**config.mk**
```make
export PLATFORM = sky130hd
export DESIGN_NAME = sparse_block_run_segmenter
export DESIGN_NICKNAME = d
export VERILOG_FILES = /design/src/sbrs_pkg.sv /design/src/sparse_block_run_segmenter.sv
export VERILOG_INCLUDE_DIRS = /design/src /design/src/src
export SDC_FILE = /design/constraint.sdc
export NUM_CORES = 2
export LEC_CHECK = 0
export BUFFER_PORTS_ARGS = -buffer_cell sky130_fd_sc_hd__buf_2
export CORE_ASPECT_RATIO = 1.4
export CORE_UTILIZATION = 65
export CTS_CLUSTER_DIAMETER = 50
export CTS_CLUSTER_SIZE = 14
export DETAILED_ROUTE_END_ITERATION = 6
export PLACE_DENSITY = 0.95
export REMOVE_ABC_BUFFERS = 1
export SETUP_SLACK_MARGIN = 0.5
export SYNTH_ARGS = -nofsm -noshare
export SYNTH_HDL_FRONTEND = slang
export SYNTH_SLANG_ARGS = --single-unit
```
**constraint.sdc**
```tcl
create_clock -name clk -period 39.6 [get_ports clk]
set_clock_uncertainty 0.2 [all_clocks]
set_input_delay 7.92 -clock clk [delete_from_list [all_inputs] [get_ports clk]]
set_output_delay 7.92 -clock clk [all_outputs]
set_load 0.005 [all_outputs]
```
**src/sparse_block_run_segmenter_macros.svh**
```systemverilog
// ----------------------------------------------------------------------------
// sparse block run segmenter assertion macros
// shared concurrent assertion forms, clocked on clk, disabled in reset
// ----------------------------------------------------------------------------
`ifndef SPARSE_BLOCK_RUN_SEGMENTER_MACROS_SVH
`define SPARSE_BLOCK_RUN_SEGMENTER_MACROS_SVH

// same-cycle implication
`define SBRS_ASSERT_IMP(name, ante, cons, msg) \
  name: assert property (@(posedge clk) disable iff (!rst_n) (ante) |-> (cons)) \
    else $error(msg);

// next-cycle implication
`define SBRS_ASSERT_NXT(name, ante, cons, msg) \
  name: assert property (@(posedge clk) disable iff (!rst_n) (ante) |=> (cons)) \
    else $error(msg);

`endif

```
**src/sbrs_pkg.sv**
```systemverilog
// ----------------------------------------------------------------------------
// sbrs_pkg
// widths, register codes and helpers of the sparse block run segmenter
// ----------------------------------------------------------------------------
package sbrs_pkg;

  localparam int BEAT_BYTES   = 8;
  localparam int OFF_W        = 64;
  localparam int LEN_W        = 32;
  localparam int DATA_W       = 8 * BEAT_BYTES;
  localparam int POS_W        = LEN_W + 1;   // relative positions, may pass the end by a block
  localparam int SHIFT_W      = 5;
  localparam int SHIFT_MIN    = 3;
  localparam int SHIFT_MAX    = 20;
  localparam int MAX_SEGS     = 3;
  localparam int CNT_W        = 2;
  localparam int IN_TDATA_W   = OFF_W + LEN_W + DATA_W;
  localparam int OUT_TDATA_W  = OFF_W + LEN_W;
  localparam int CFG_AW       = 3;
  localparam int CFG_DW       = 32;

  localparam logic             SPARSE_RESET = 1'b1;
  localparam logic [SHIFT_W-1:0] SHIFT_RESET = SHIFT_W'(12);
  localparam logic [SHIFT_W-1:0] SHIFT_IDLE  = SHIFT_W'(SHIFT_MIN);

  typedef enum logic [0:0] {
    REG_SPARSE_ENABLE   = 1'b0,
    REG_BLOCK_SIZE_LOG2 = 1'b1
  } reg_idx_t;

  typedef struct packed {
    logic [OFF_W-1:0] offset;
    logic [LEN_W-1:0] length;
    logic             zero;
    logic             last;
  } seg_t;

  // block size exponent limited to the supported range
  function automatic logic [SHIFT_W-1:0] clamp_shift(input logic [SHIFT_W-1:0] s);
    logic [SHIFT_W-1:0] r;
    r = s;
    if (s < SHIFT_W'(SHIFT_MIN)) r = SHIFT_W'(SHIFT_MIN);
    if (s > SHIFT_W'(SHIFT_MAX)) r = SHIFT_W'(SHIFT_MAX);
    return r;
  endfunction

endpackage

```
**src/sparse_block_run_segmenter.sv**
```systemverilog
// ----------------------------------------------------------------------------
// sparse_block_run_segmenter
// splits a read command into zero-fill and data-write runs per aligned block
// ----------------------------------------------------------------------------
// flow: an item is taken into the input register and worked on there once the
//   output buffer is free or it yields no segment; its segments then go to the buffer
// throughput: one item per cycle while the output buffer can take it; the buffer
//   sends one segment per cycle while out_tready is high, so a beat with segments waits for it to drain
// reset: synchronous active-low rst_n clears control state, empties both
//   stages and restores sparse_enable 1 and block_size_log2 12
module sparse_block_run_segmenter
  import sbrs_pkg::*;
(
  input  logic                   clk,
  input  logic                   rst_n,
  // input channel
  input  logic                   in_tvalid,
  output logic                   in_tready,
  input  logic [IN_TDATA_W-1:0]  in_tdata,   // command_offset, command_length, data_word
  input  logic                   in_tuser,   // first_beat
  input  logic                   in_tlast,   // last_beat
  // result channel
  output logic                   out_tvalid,
  input  logic                   out_tready,
  output logic [OUT_TDATA_W-1:0] out_tdata,  // seg_offset, seg_length
  output logic                   out_tuser,  // seg_zero
  output logic                   out_tlast,  // seg_last
  // configuration port
  input  logic                   cfg_psel,
  input  logic                   cfg_penable,
  input  logic                   cfg_pwrite,
  input  logic [CFG_AW-1:0]      cfg_paddr,
  input  logic [CFG_DW-1:0]      cfg_pwdata,
  output logic [CFG_DW-1:0]      cfg_prdata,
  output logic                   cfg_pready
);

  // --------------------------------------------------------------------------
  // configuration registers
  // --------------------------------------------------------------------------
  logic               sparse_en_r;
  logic [SHIFT_W-1:0] bsl_r;
  reg_idx_t           cfg_idx;
  logic               cfg_wr;

  assign cfg_pready = 1'b1;
  assign cfg_idx    = reg_idx_t'(cfg_paddr[2]);
  assign cfg_wr     = cfg_psel & cfg_penable & cfg_pwrite & cfg_pready;

  always_ff @(posedge clk) begin
    if (!rst_n) begin
      sparse_en_r <= SPARSE_RESET;
      bsl_r       <= SHIFT_RESET;
    end else if (cfg_wr) begin
      unique case (cfg_idx)
        REG_SPARSE_ENABLE:   sparse_en_r <= cfg_pwdata[0];
        REG_BLOCK_SIZE_LOG2: bsl_r       <= cfg_pwdata[SHIFT_W-1:0];
      endcase
    end
  end

  always_comb begin
    unique case (cfg_idx)
      REG_SPARSE_ENABLE:   cfg_prdata = CFG_DW'(sparse_en_r);
      REG_BLOCK_SIZE_LOG2: cfg_prdata = CFG_DW'(bsl_r);
    endcase
  end

  // --------------------------------------------------------------------------
  // input register
  // --------------------------------------------------------------------------
  logic              beat_v_r;
  logic              beat_first_r;
  logic [OFF_W-1:0]  beat_off_r;
  logic [LEN_W-1:0]  beat_len_r;
  logic [DATA_W-1:0] beat_data_r;
  logic              fire;       // beat in the input register is worked on
  logic              in_acc;

  // last_beat is informational; the byte count decides where a command ends
  assign in_tready = !beat_v_r || fire;
  assign in_acc    = in_tvalid && in_tready;

  always_ff @(posedge clk) begin
    if (!rst_n) begin
      beat_v_r <= 1'b0;
    end else if (in_acc) begin
      beat_v_r <= 1'b1;
    end else if (fire) begin
      beat_v_r <= 1'b0;
    end
  end

  always_ff @(posedge clk) begin
    if (in_acc) begin
      beat_first_r <= in_tuser;
      beat_off_r   <= in_tdata[OFF_W-1:0];
      beat_len_r   <= in_tdata[OFF_W +: LEN_W];
      beat_data_r  <= in_tdata[OFF_W+LEN_W +: DATA_W];
    end
  end

  // --------------------------------------------------------------------------
  // command state, positions relative to the command offset
  // --------------------------------------------------------------------------
  logic               cmd_sparse_r;
  logic [SHIFT_W-1:0] cmd_shift_r;
  logic [OFF_W-1:0]   cmd_base_r;
  logic [POS_W-1:0]   cend_r;     // command end
  logic [POS_W-1:0]   pos_r;      // position of the next beat
  logic [POS_W-1:0]   nbs_r;      // end of the block being scanned
  logic [POS_W-1:0]   rs_r;       // start of the open run
  logic               riz_r;      // open run is a zero run
  logic               baz_r;      // block seen so far is all zero

  // values in force for this beat: a first beat starts a fresh command
  logic               e_sparse;
  logic [SHIFT_W-1:0] e_shift;
  logic [OFF_W-1:0]   e_base;
  logic [POS_W-1:0]   e_cend, e_pos, e_nbs, e_rs;
  logic               e_riz, e_baz;
  logic [POS_W-1:0]   e_size, e_mask, e_head;

  always_comb begin
    e_shift = beat_first_r ? clamp_shift(bsl_r) : cmd_shift_r;
    e_size  = POS_W'(1) << e_shift;
    e_mask  = e_size - POS_W'(1);
    // distance from the command offset up to the first aligned block
    e_head  = (e_size - (POS_W'(beat_off_r[SHIFT_MAX-1:0]) & e_mask)) & e_mask;
    if (beat_first_r) begin
      e_sparse = sparse_en_r;
      e_base   = beat_off_r;
      e_cend   = POS_W'(beat_len_r);
      e_pos    = '0;
      e_nbs    = e_head + e_size;
      e_rs     = '0;
      e_riz    = 1'b0;
      e_baz    = 1'b1;
    end else begin
      e_sparse = cmd_sparse_r;
      e_base   = cmd_base_r;
      e_cend   = cend_r;
      e_pos    = pos_r;
      e_nbs    = nbs_r;
      e_rs     = rs_r;
      e_riz    = riz_r;
      e_baz    = baz_r;
    end
  end

  // --------------------------------------------------------------------------
  // block scan over the bytes of the beat
  // --------------------------------------------------------------------------
  logic             busy, blk_fits, nxt_fits, comp, kind_chg, ends;
  logic             a_zero, b_zero, riz1, baz1;
  logic [POS_W-1:0] bs, rem, dn, rs1, nbs1, i_raw, i_pt, q;

  assign busy     = e_pos < e_cend;
  assign bs       = e_nbs - e_size;                 // start of the current block
  assign rem      = e_cend - e_pos;
  assign dn       = e_nbs - e_pos;
  assign blk_fits = e_nbs <= e_cend;
  assign nxt_fits = (e_nbs + e_size) <= e_cend;

  // at most one block can close inside a beat since blocks are at least a beat long
  always_comb begin
    a_zero = e_baz;
    b_zero = 1'b1;
    q      = '0;
    for (int k = 0; k < BEAT_BYTES; k++) begin
      q = e_pos + POS_W'(k);
      if (beat_data_r[8*k +: 8] != 8'd0) begin
        // byte in the block being scanned
        if (e_sparse && blk_fits && q < e_cend && q < e_nbs && q >= bs) a_zero = 1'b0;
        // byte in the block that follows inside this beat
        if (e_sparse && nxt_fits && q < e_cend && q >= e_nbs) b_zero = 1'b0;
      end
    end
  end

  assign comp     = busy && e_sparse && blk_fits && dn <= POS_W'(BEAT_BYTES);
  assign kind_chg = comp && (a_zero != e_riz);
  assign rs1      = kind_chg ? bs : e_rs;
  assign riz1     = kind_chg ? a_zero : e_riz;
  assign nbs1     = comp ? e_nbs + e_size : e_nbs;
  assign baz1     = comp ? b_zero : a_zero;
  assign ends     = busy && rem <= POS_W'(BEAT_BYTES);

  // tail starts after the last whole block, never past the command end
  assign i_raw = comp ? e_nbs : bs;
  assign i_pt  = (i_raw > e_cend) ? e_cend : i_raw;

  // --------------------------------------------------------------------------
  // segment candidates in model order: run closed by a kind change, then
  // the final run and the unaligned tail
  // --------------------------------------------------------------------------
  seg_t              cand   [0:MAX_SEGS-1];
  logic [MAX_SEGS-1:0] cand_v;
  seg_t              pack   [0:MAX_SEGS-1];
  logic [CNT_W-1:0]  nseg;

  always_comb begin
    cand[0] = '{offset: e_base + OFF_W'(e_rs), length: LEN_W'(bs - e_rs),
                zero: e_riz, last: 1'b0};
    cand_v[0] = kind_chg && (bs > e_rs);
    if (e_sparse) begin
      cand[1] = '{offset: e_base + OFF_W'(rs1), length: LEN_W'(i_pt - rs1),
                  zero: riz1, last: (i_pt == e_cend)};
      cand_v[1] = ends && (i_pt > rs1);
      cand[2] = '{offset: e_base + OFF_W'(i_pt), length: LEN_W'(e_cend - i_pt),
                  zero: 1'b0, last: 1'b1};
      cand_v[2] = ends && (e_cend > i_pt);
    end else begin
      // whole command as one write
      cand[1] = '{offset: e_base, length: LEN_W'(e_cend), zero: 1'b0, last: 1'b1};
      cand_v[1] = ends;
      cand[2] = cand[1];
      cand_v[2] = 1'b0;
    end
  end

  always_comb begin
    nseg = '0;
    for (int j = 0; j < MAX_SEGS; j++) pack[j] = cand[0];
    for (int j = 0; j < MAX_SEGS; j++) begin
      if (cand_v[j]) begin
        pack[nseg] = cand[j];
        nseg       = nseg + CNT_W'(1);
      end
    end
  end

  // --------------------------------------------------------------------------
  // output buffer, head entry drives the result channel
  // --------------------------------------------------------------------------
  seg_t             seg_r [0:MAX_SEGS-1];
  logic [CNT_W-1:0] cnt_r;
  logic             pop, buf_free;

  assign out_tvalid = cnt_r != '0;
  assign out_tdata  = {seg_r[0].length, seg_r[0].offset};
  assign out_tuser  = seg_r[0].zero;
  assign out_tlast  = seg_r[0].last;

  assign pop      = out_tvalid && out_tready;
  assign buf_free = (cnt_r == '0) || (pop && cnt_r == CNT_W'(1));
  // a beat with no segment never waits on the result side
  assign fire     = beat_v_r && (buf_free || nseg == '0);

  always_ff @(posedge clk) begin
    if (!rst_n) begin
      cnt_r <= '0;
    end else if (fire && nseg != '0) begin
      cnt_r <= nseg;
    end else if (pop) begin
      cnt_r <= cnt_r - CNT_W'(1);
    end
  end

  always_ff @(posedge clk) begin
    if (fire && nseg != '0) begin
      for (int j = 0; j < MAX_SEGS; j++) seg_r[j] <= pack[j];
    end else if (pop) begin
      for (int j = 0; j < MAX_SEGS - 1; j++) seg_r[j] <= seg_r[j+1];
    end
  end

  // --------------------------------------------------------------------------
  // command state update
  // --------------------------------------------------------------------------
  logic [POS_W-1:0] pos_nxt;

  assign pos_nxt = busy ? e_pos + POS_W'(BEAT_BYTES) : e_pos;

  always_ff @(posedge clk) begin
    if (!rst_n) begin
      cmd_sparse_r <= 1'b0;
      cmd_shift_r  <= SHIFT_IDLE;
      cmd_base_r   <= '0;
      cend_r       <= '0;
      pos_r        <= '0;
      nbs_r        <= '0;
      rs_r         <= '0;
      riz_r        <= 1'b0;
      baz_r        <= 1'b1;
    end else if (fire) begin
      cmd_sparse_r <= e_sparse;
      cmd_shift_r  <= e_shift;
      cmd_base_r   <= e_base;
      cend_r       <= e_cend;
      pos_r        <= pos_nxt;
      nbs_r        <= nbs1;
      rs_r         <= rs1;
      riz_r        <= riz1;
      baz_r        <= baz1;
    end
  end

  // --------------------------------------------------------------------------
  // assertions
  // --------------------------------------------------------------------------
`include "sparse_block_run_segmenter_macros.svh"

  `SBRS_ASSERT_IMP(a_last_at_tail, out_tvalid && out_tlast, cnt_r == CNT_W'(1), "final segment not last in buffer")
  `SBRS_ASSERT_IMP(a_len_nonzero, out_tvalid, seg_r[0].length != '0, "zero length segment")
  `SBRS_ASSERT_NXT(a_load_count, fire && nseg != '0, cnt_r == $past(nseg), "segment count lost on load")
  `SBRS_ASSERT_IMP(a_block_ahead, pos_r < cend_r && cmd_sparse_r, nbs_r > pos_r, "scan block behind stream")
  `SBRS_ASSERT_IMP(a_run_behind, pos_r < cend_r, rs_r <= pos_r, "open run starts ahead of stream")

endmodule
```
==> impl_results.md, run 1 <==
- Most frequently used flop master after synthesis: edfxtp_1
- # IOs: 337
- H-tree Lvls: 3
- Post-synth EDFFs: 455
- Std cell rows: 148
- Die X: 292 um
- Hold Buf Count CTS: 0
- Total GRT Usage: 60.0%
- Distinct cells, synth: 118
- Clock tree buffer depth: 3
- GP Congestion: 1.20
- Largest net degree at the start of global routing: 102
- Sequential fraction of the synthesis area: 23.4%
- Synth Instances: 9418
- Status: stopped before the end
- Stop stage: global routing (5_1_grt)
- Ys async rst share: 0%
- CTS root buffer: clkbuf_16
- CTS resizes: 0
- Port bufs: 278
- First Err: [ERROR GRT-0116] Global routing finished with congestion. Check the congestion regions in the DRC Viewer.
- Chip height: 408 um
- Avg Synthesized Cell Area: 8.14 um^2
- Post-CTS Setup Bufs: 0
- First-pass GRT wire length: 535000 um
- Number of global-route vias before repair: 82508
- Synthesized area: 76700 um^2
- Total gr overflow: 34
- Final HPWL DP: 245000 um
- Clk sink count: 668
- Num CTS Buffers: 80
- Yosys reg bits: 668
- Synth Warn #: 0
- Initial Utilization: 65.7%
logic make-up after synthesis:
family	after synthesis	synth area share [%]
AND/OR/NAND/NOR	3113	19.5
AO/OA/AOI/OAI	2691	22.7
adder cells (fa/ha/maj)	1161	19.0
buffers and inverters	965	5.48
flip-flops	668	23.4
XOR/XNOR	569	6.57
multiplexers	249	3.32
other	2	0.00980
through the flow:
step / cell area, um^2 / util [%] / worst slack, ns / instances / TNS, ns
global placement: 79300 / 68.0 / 9.19 / 10907 / 0
CTS: 82000 / 70.3 / 7.97 / 11057 / 0
detailed placement: 79300 / 68.0 / 8.92 / 10907 / 0
floorplan: 74300 / - / -2.84 / 8938 / -86.38
Yosys cell counts, types with 93 or more instances:
| cell | count | area share [%] |
|---|---|---|
| ha_1 | 1144 | 19 |
| nand2_1 | 920 | 4.5 |
| o211a_1 | 138 | 1.8 |
| nand2b_1 | 131 | 1.1 |
| nor2b_1 | 154 | 1.3 |
| a21o_1 | 314 | 3.1 |
| inv_1 | 436 | 2.1 |
| clkbuf_1 | 303 | 1.5 |
| nor3_1 | 173 | 1.1 |
| nand3_1 | 177 | 1.2 |
| xnor2_1 | 425 | 4.9 |
| and2_1 | 103 | 0.84 |
| o21ai_0 | 573 | 3.7 |
| nand4_1 | 188 | 1.5 |
| edfxtp_1 | 455 | 18 |
| buf_4 | 128 | 1.3 |
| mux2i_1 | 209 | 2.7 |
| xor2_1 | 139 | 1.6 |
| nor2_1 | 847 | 4.1 |
| a21oi_1 | 872 | 5.7 |
| o21a_1 | 93 | 0.91 |
| dfxtp_1 | 213 | 5.6 |
routing by layer:
layer / track usage (%) / overflow
met2: 82.8 / 18
met5: 8.05 / 0
met1: 60.7 / 0
met4: 61.0 / 15
met3: 34.9 / 1
==> run 2, diff against run 1 <==
Settings changed: CORE_ASPECT_RATIO 1.4 to default, CORE_UTILIZATION 65 to 40, CTS_CLUSTER_DIAMETER 50 to default, CTS_CLUSTER_SIZE 14 to default, PLACE_DENSITY 0.95 to default, PLACE_DENSITY_LB_ADDON from default to 0.15, SETUP_SLACK_MARGIN 0.5 to default.
==> run 2 against run 1 <==
Compared with the run above: the flow now finishes, with violations (capacitance limit); area after synthesis unchanged; synthesized cell count unchanged.
==> impl_results.md, run 2 <==
- Setup_tns: 0 ns
- Synthesized area: 76700 um^2 (unchanged)
- Reg clk slew, reported paths: 0.07 ns
- Largest net degree at the start of global routing: 153
- R2R Setup Slk: 12.48 ns
- Critical path data arrival time: 24.89 ns
- Routed length per instance: 29.3 um
- Skew-Pair Late Insertion Delay: 0.78 ns
- Sequential fraction of the synthesis area: 23.4% (unchanged)
- Worst Path Max Fanout: 33
- Relative slew margins: 1.57%
- Tightest Pin Transition: 1.46 ns
- Yosys reg bits: 668 (unchanged)
- Number of vias per cell: 6.12
- Startpoint Class: flop
- Tmin final: 33.01 ns
- Initial DRC Count: 7346
- Crit-path slowest cell: ha_1
- Clock tree buffer depth: 3 (unchanged)
- Failing checks: capacitance limit
- WL final: 356000 um
- Post-synth EDFFs: 455 (unchanged)
- Min-delay worst type: flop to flop
- Reg-to-Reg Start: beat_first_r
- Worst vdd ir: 0.0375 mV
- Synth area leaders: ha_1, edfxtp_1, a21oi_1 (unchanged)
- Status: finished, violations left (was stopped before the end)
- Num CTS Buffers: 90 (was 80)
- TritonCTS clock tree: yes
- Initial Utilization: 40.3% (was 65.7%)
- H-tree Lvls: 3 (unchanged)
- Hold Buf Count CTS: 0 (unchanged)
- Avg Synthesized Cell Area: 8.14 um^2 (unchanged)
- Ys async rst share: 0% (unchanged)
- Pwr dens: 59.3 nW/um^2
- CP Class: flop to output port
- Critical Path Start: beat_first_r
- Critical Path End: in_tready
- Total core area: 190000 um^2
- Final hold vios: 0
- Synth Instances: 9418 (unchanged)
- Max incr delay on CP: 0.81 ns
- Commonest non-fill, non-tap cells in the layout: ha_1, nand2_1, a21oi_1
- R2R depth: 84
- Most frequent cell after synthesis: ha_1 (unchanged)
- Area grow syn2layout: 9.94%
- DR pass1 iterations: 6
- Chip height: 440 um (was 408 um)
- Leak Pwr: 0.0391 uW
- Synth area leader: ha_1 (unchanged)
- Number of flip-flops under the largest register name: 294
- Post-CTS Setup Bufs: 0 (unchanged)
- Final setup violation count: 0
- Power Total: 5000 uW
- Final HPWL DP: 283000 um (was 245000 um)
- Initial antenna violation count: 13
- Fin crit share: 83.4%
- Drt drc: 0
- GP Congestion: 1.03 (was 1.20)
- Crit end category: output port
- Synth cell count leaders: ha_1, nand2_1, a21oi_1 (unchanged)
- Layout Nets: 10921
- Max-cap violation count: 1
- Die Area: 193000 um^2
- Post-DP Area: 81100 um^2 (was 79300 um^2)
- CTS resizes: 0 (unchanged)
- Die X: 440 um (was 292 um)
- Share of Yosys cell area claimed by the top area cell type: 18.7% (unchanged)
- Clk sink count: 668 (unchanged)
- Most common cell after layout, fill and taps aside: ha_1
- CTS root buffer: clkbuf_16 (unchanged)
- Total gr overflow: 0
- Synth Warn #: 0 (unchanged)
- RSZ-0062 raised after global routing: false
- Fillers: 19137
- Std cell rows: 160 (was 148)
- RR Endpoint: seg_r[0][38]
- Port bufs: 278 (unchanged)
- Number of global-route vias before repair: 71283
- Data required, critical path: 31.48 ns
- # IOs: 337 (unchanged)
- Ratio of cells with drive above 1 in the final layout: 9.60%
- Distinct cells, synth: 118 (unchanged)
- Most flop-heavy register: seg_r
- Final Instance Area: 84300 um^2
- Total number of vias: 74376
- Slew Viols, Final: 0
- Total GRT Usage: 35.7%
- Final ANT Viol Nets: 0
- Most frequently used flop master after synthesis: edfxtp_1 (unchanged)
- First-pass GRT wire length: 501000 um
- Fmax: 0.0303 GHz
==> run 2: cell counts after synthesis <==
Identical to the previous run, type by type.
==> run 2: area by class of cell <==
cell class              count  area, um^2  area share, %
diodes                      8        20.0         0.0238
clock buffers             103        2320           2.75
clock inverters            66         837          0.993
inverters                 457        1720           2.04
multi-input cells        7813       55000           65.2
flip-flops and latches    668       17900           21.3
well taps                2511        3140           3.73
repair buffers            532        3340           3.97
==> run 2: critical path, delay by kind of cell (launching register included) <==
family,cells,cell delay (ns)
AOI/OAI and AO/OA,44,10.89
and+or+nand+nor,19,5.61
adders and majority gates,7,3.28
buffers and inverters,8,2.53
muxes,2,0.97
DFF,1,0.33
xor gates and xnor gates,2,0.26
==> run 2: worst min path at each step <==
stage / startpoint / to / slack [ns] / depth (start not counted)
after detailed placement: nbs_r[3] / nbs_r[3] / 0.26 / 2
final: nbs_r[1] / nbs_r[1] / 0.26 / 2
after global placement: nbs_r[25] / nbs_r[25] / 0.25 / 2
after floorplan: nbs_r[25] / nbs_r[25] / 0.24 / 2
after CTS: nbs_r[3] / nbs_r[3] / 0.27 / 2
after global routing: nbs_r[0] / nbs_r[0] / 0.29 / 2
==> run 2: through the flow <==
| step | worst slack (ns) | std cells | utilization, % | hold WS [ns] |
|---|---|---|---|---|
| 3_5_place_dp | 7.87 | 11981 | 42.6 | 0.257 |
| 5_1_grt | 5.47 | 12151 | 44.3 | 0.287 |
| 4_1_cts | 6.95 | 12150 | 44.3 | 0.265 |
| 6_report | 6.59 | 12158 | 44.3 | 0.262 |
| 3_3_place_gp | 7.88 | 11981 | 42.6 | 0.247 |
| 2_1_floorplan | -2.84 | 8938 | - | 0.236 |
==> run 2: layer usage <==
metal | vias to the layer above | wire length (um) | track usage, %
li1 | 34620 | - | -
met1 | 36037 | 146000 | 44.4
met2 | 2979 | 160000 | 57.7
met3 | 736 | 21500 | 4.45
met4 | 4 | 29000 | 24.6
met5 | - | 23 | 0
==> run 2: kinds of logic after synthesis <==
kind of cell	share of synthesized area (%)
compound gates	22.7
flops	23.4
xor+xnor	6.57
mux	3.32
other cells	0.00980
fa+ha+maj	19.0
simple gates	19.5
buf+inv	5.48
==> run 2: where the power goes <==
part | switching, uW | internal (uW) | total [uW]
Sequential | 19.2 | 857 | 876
Combinational | 2120 | 1130 | 3240
Clock | 378 | 503 | 881
Total | 2520 | 2490 | 5000
No activity file was read; power rests on OpenSTA's default activity.
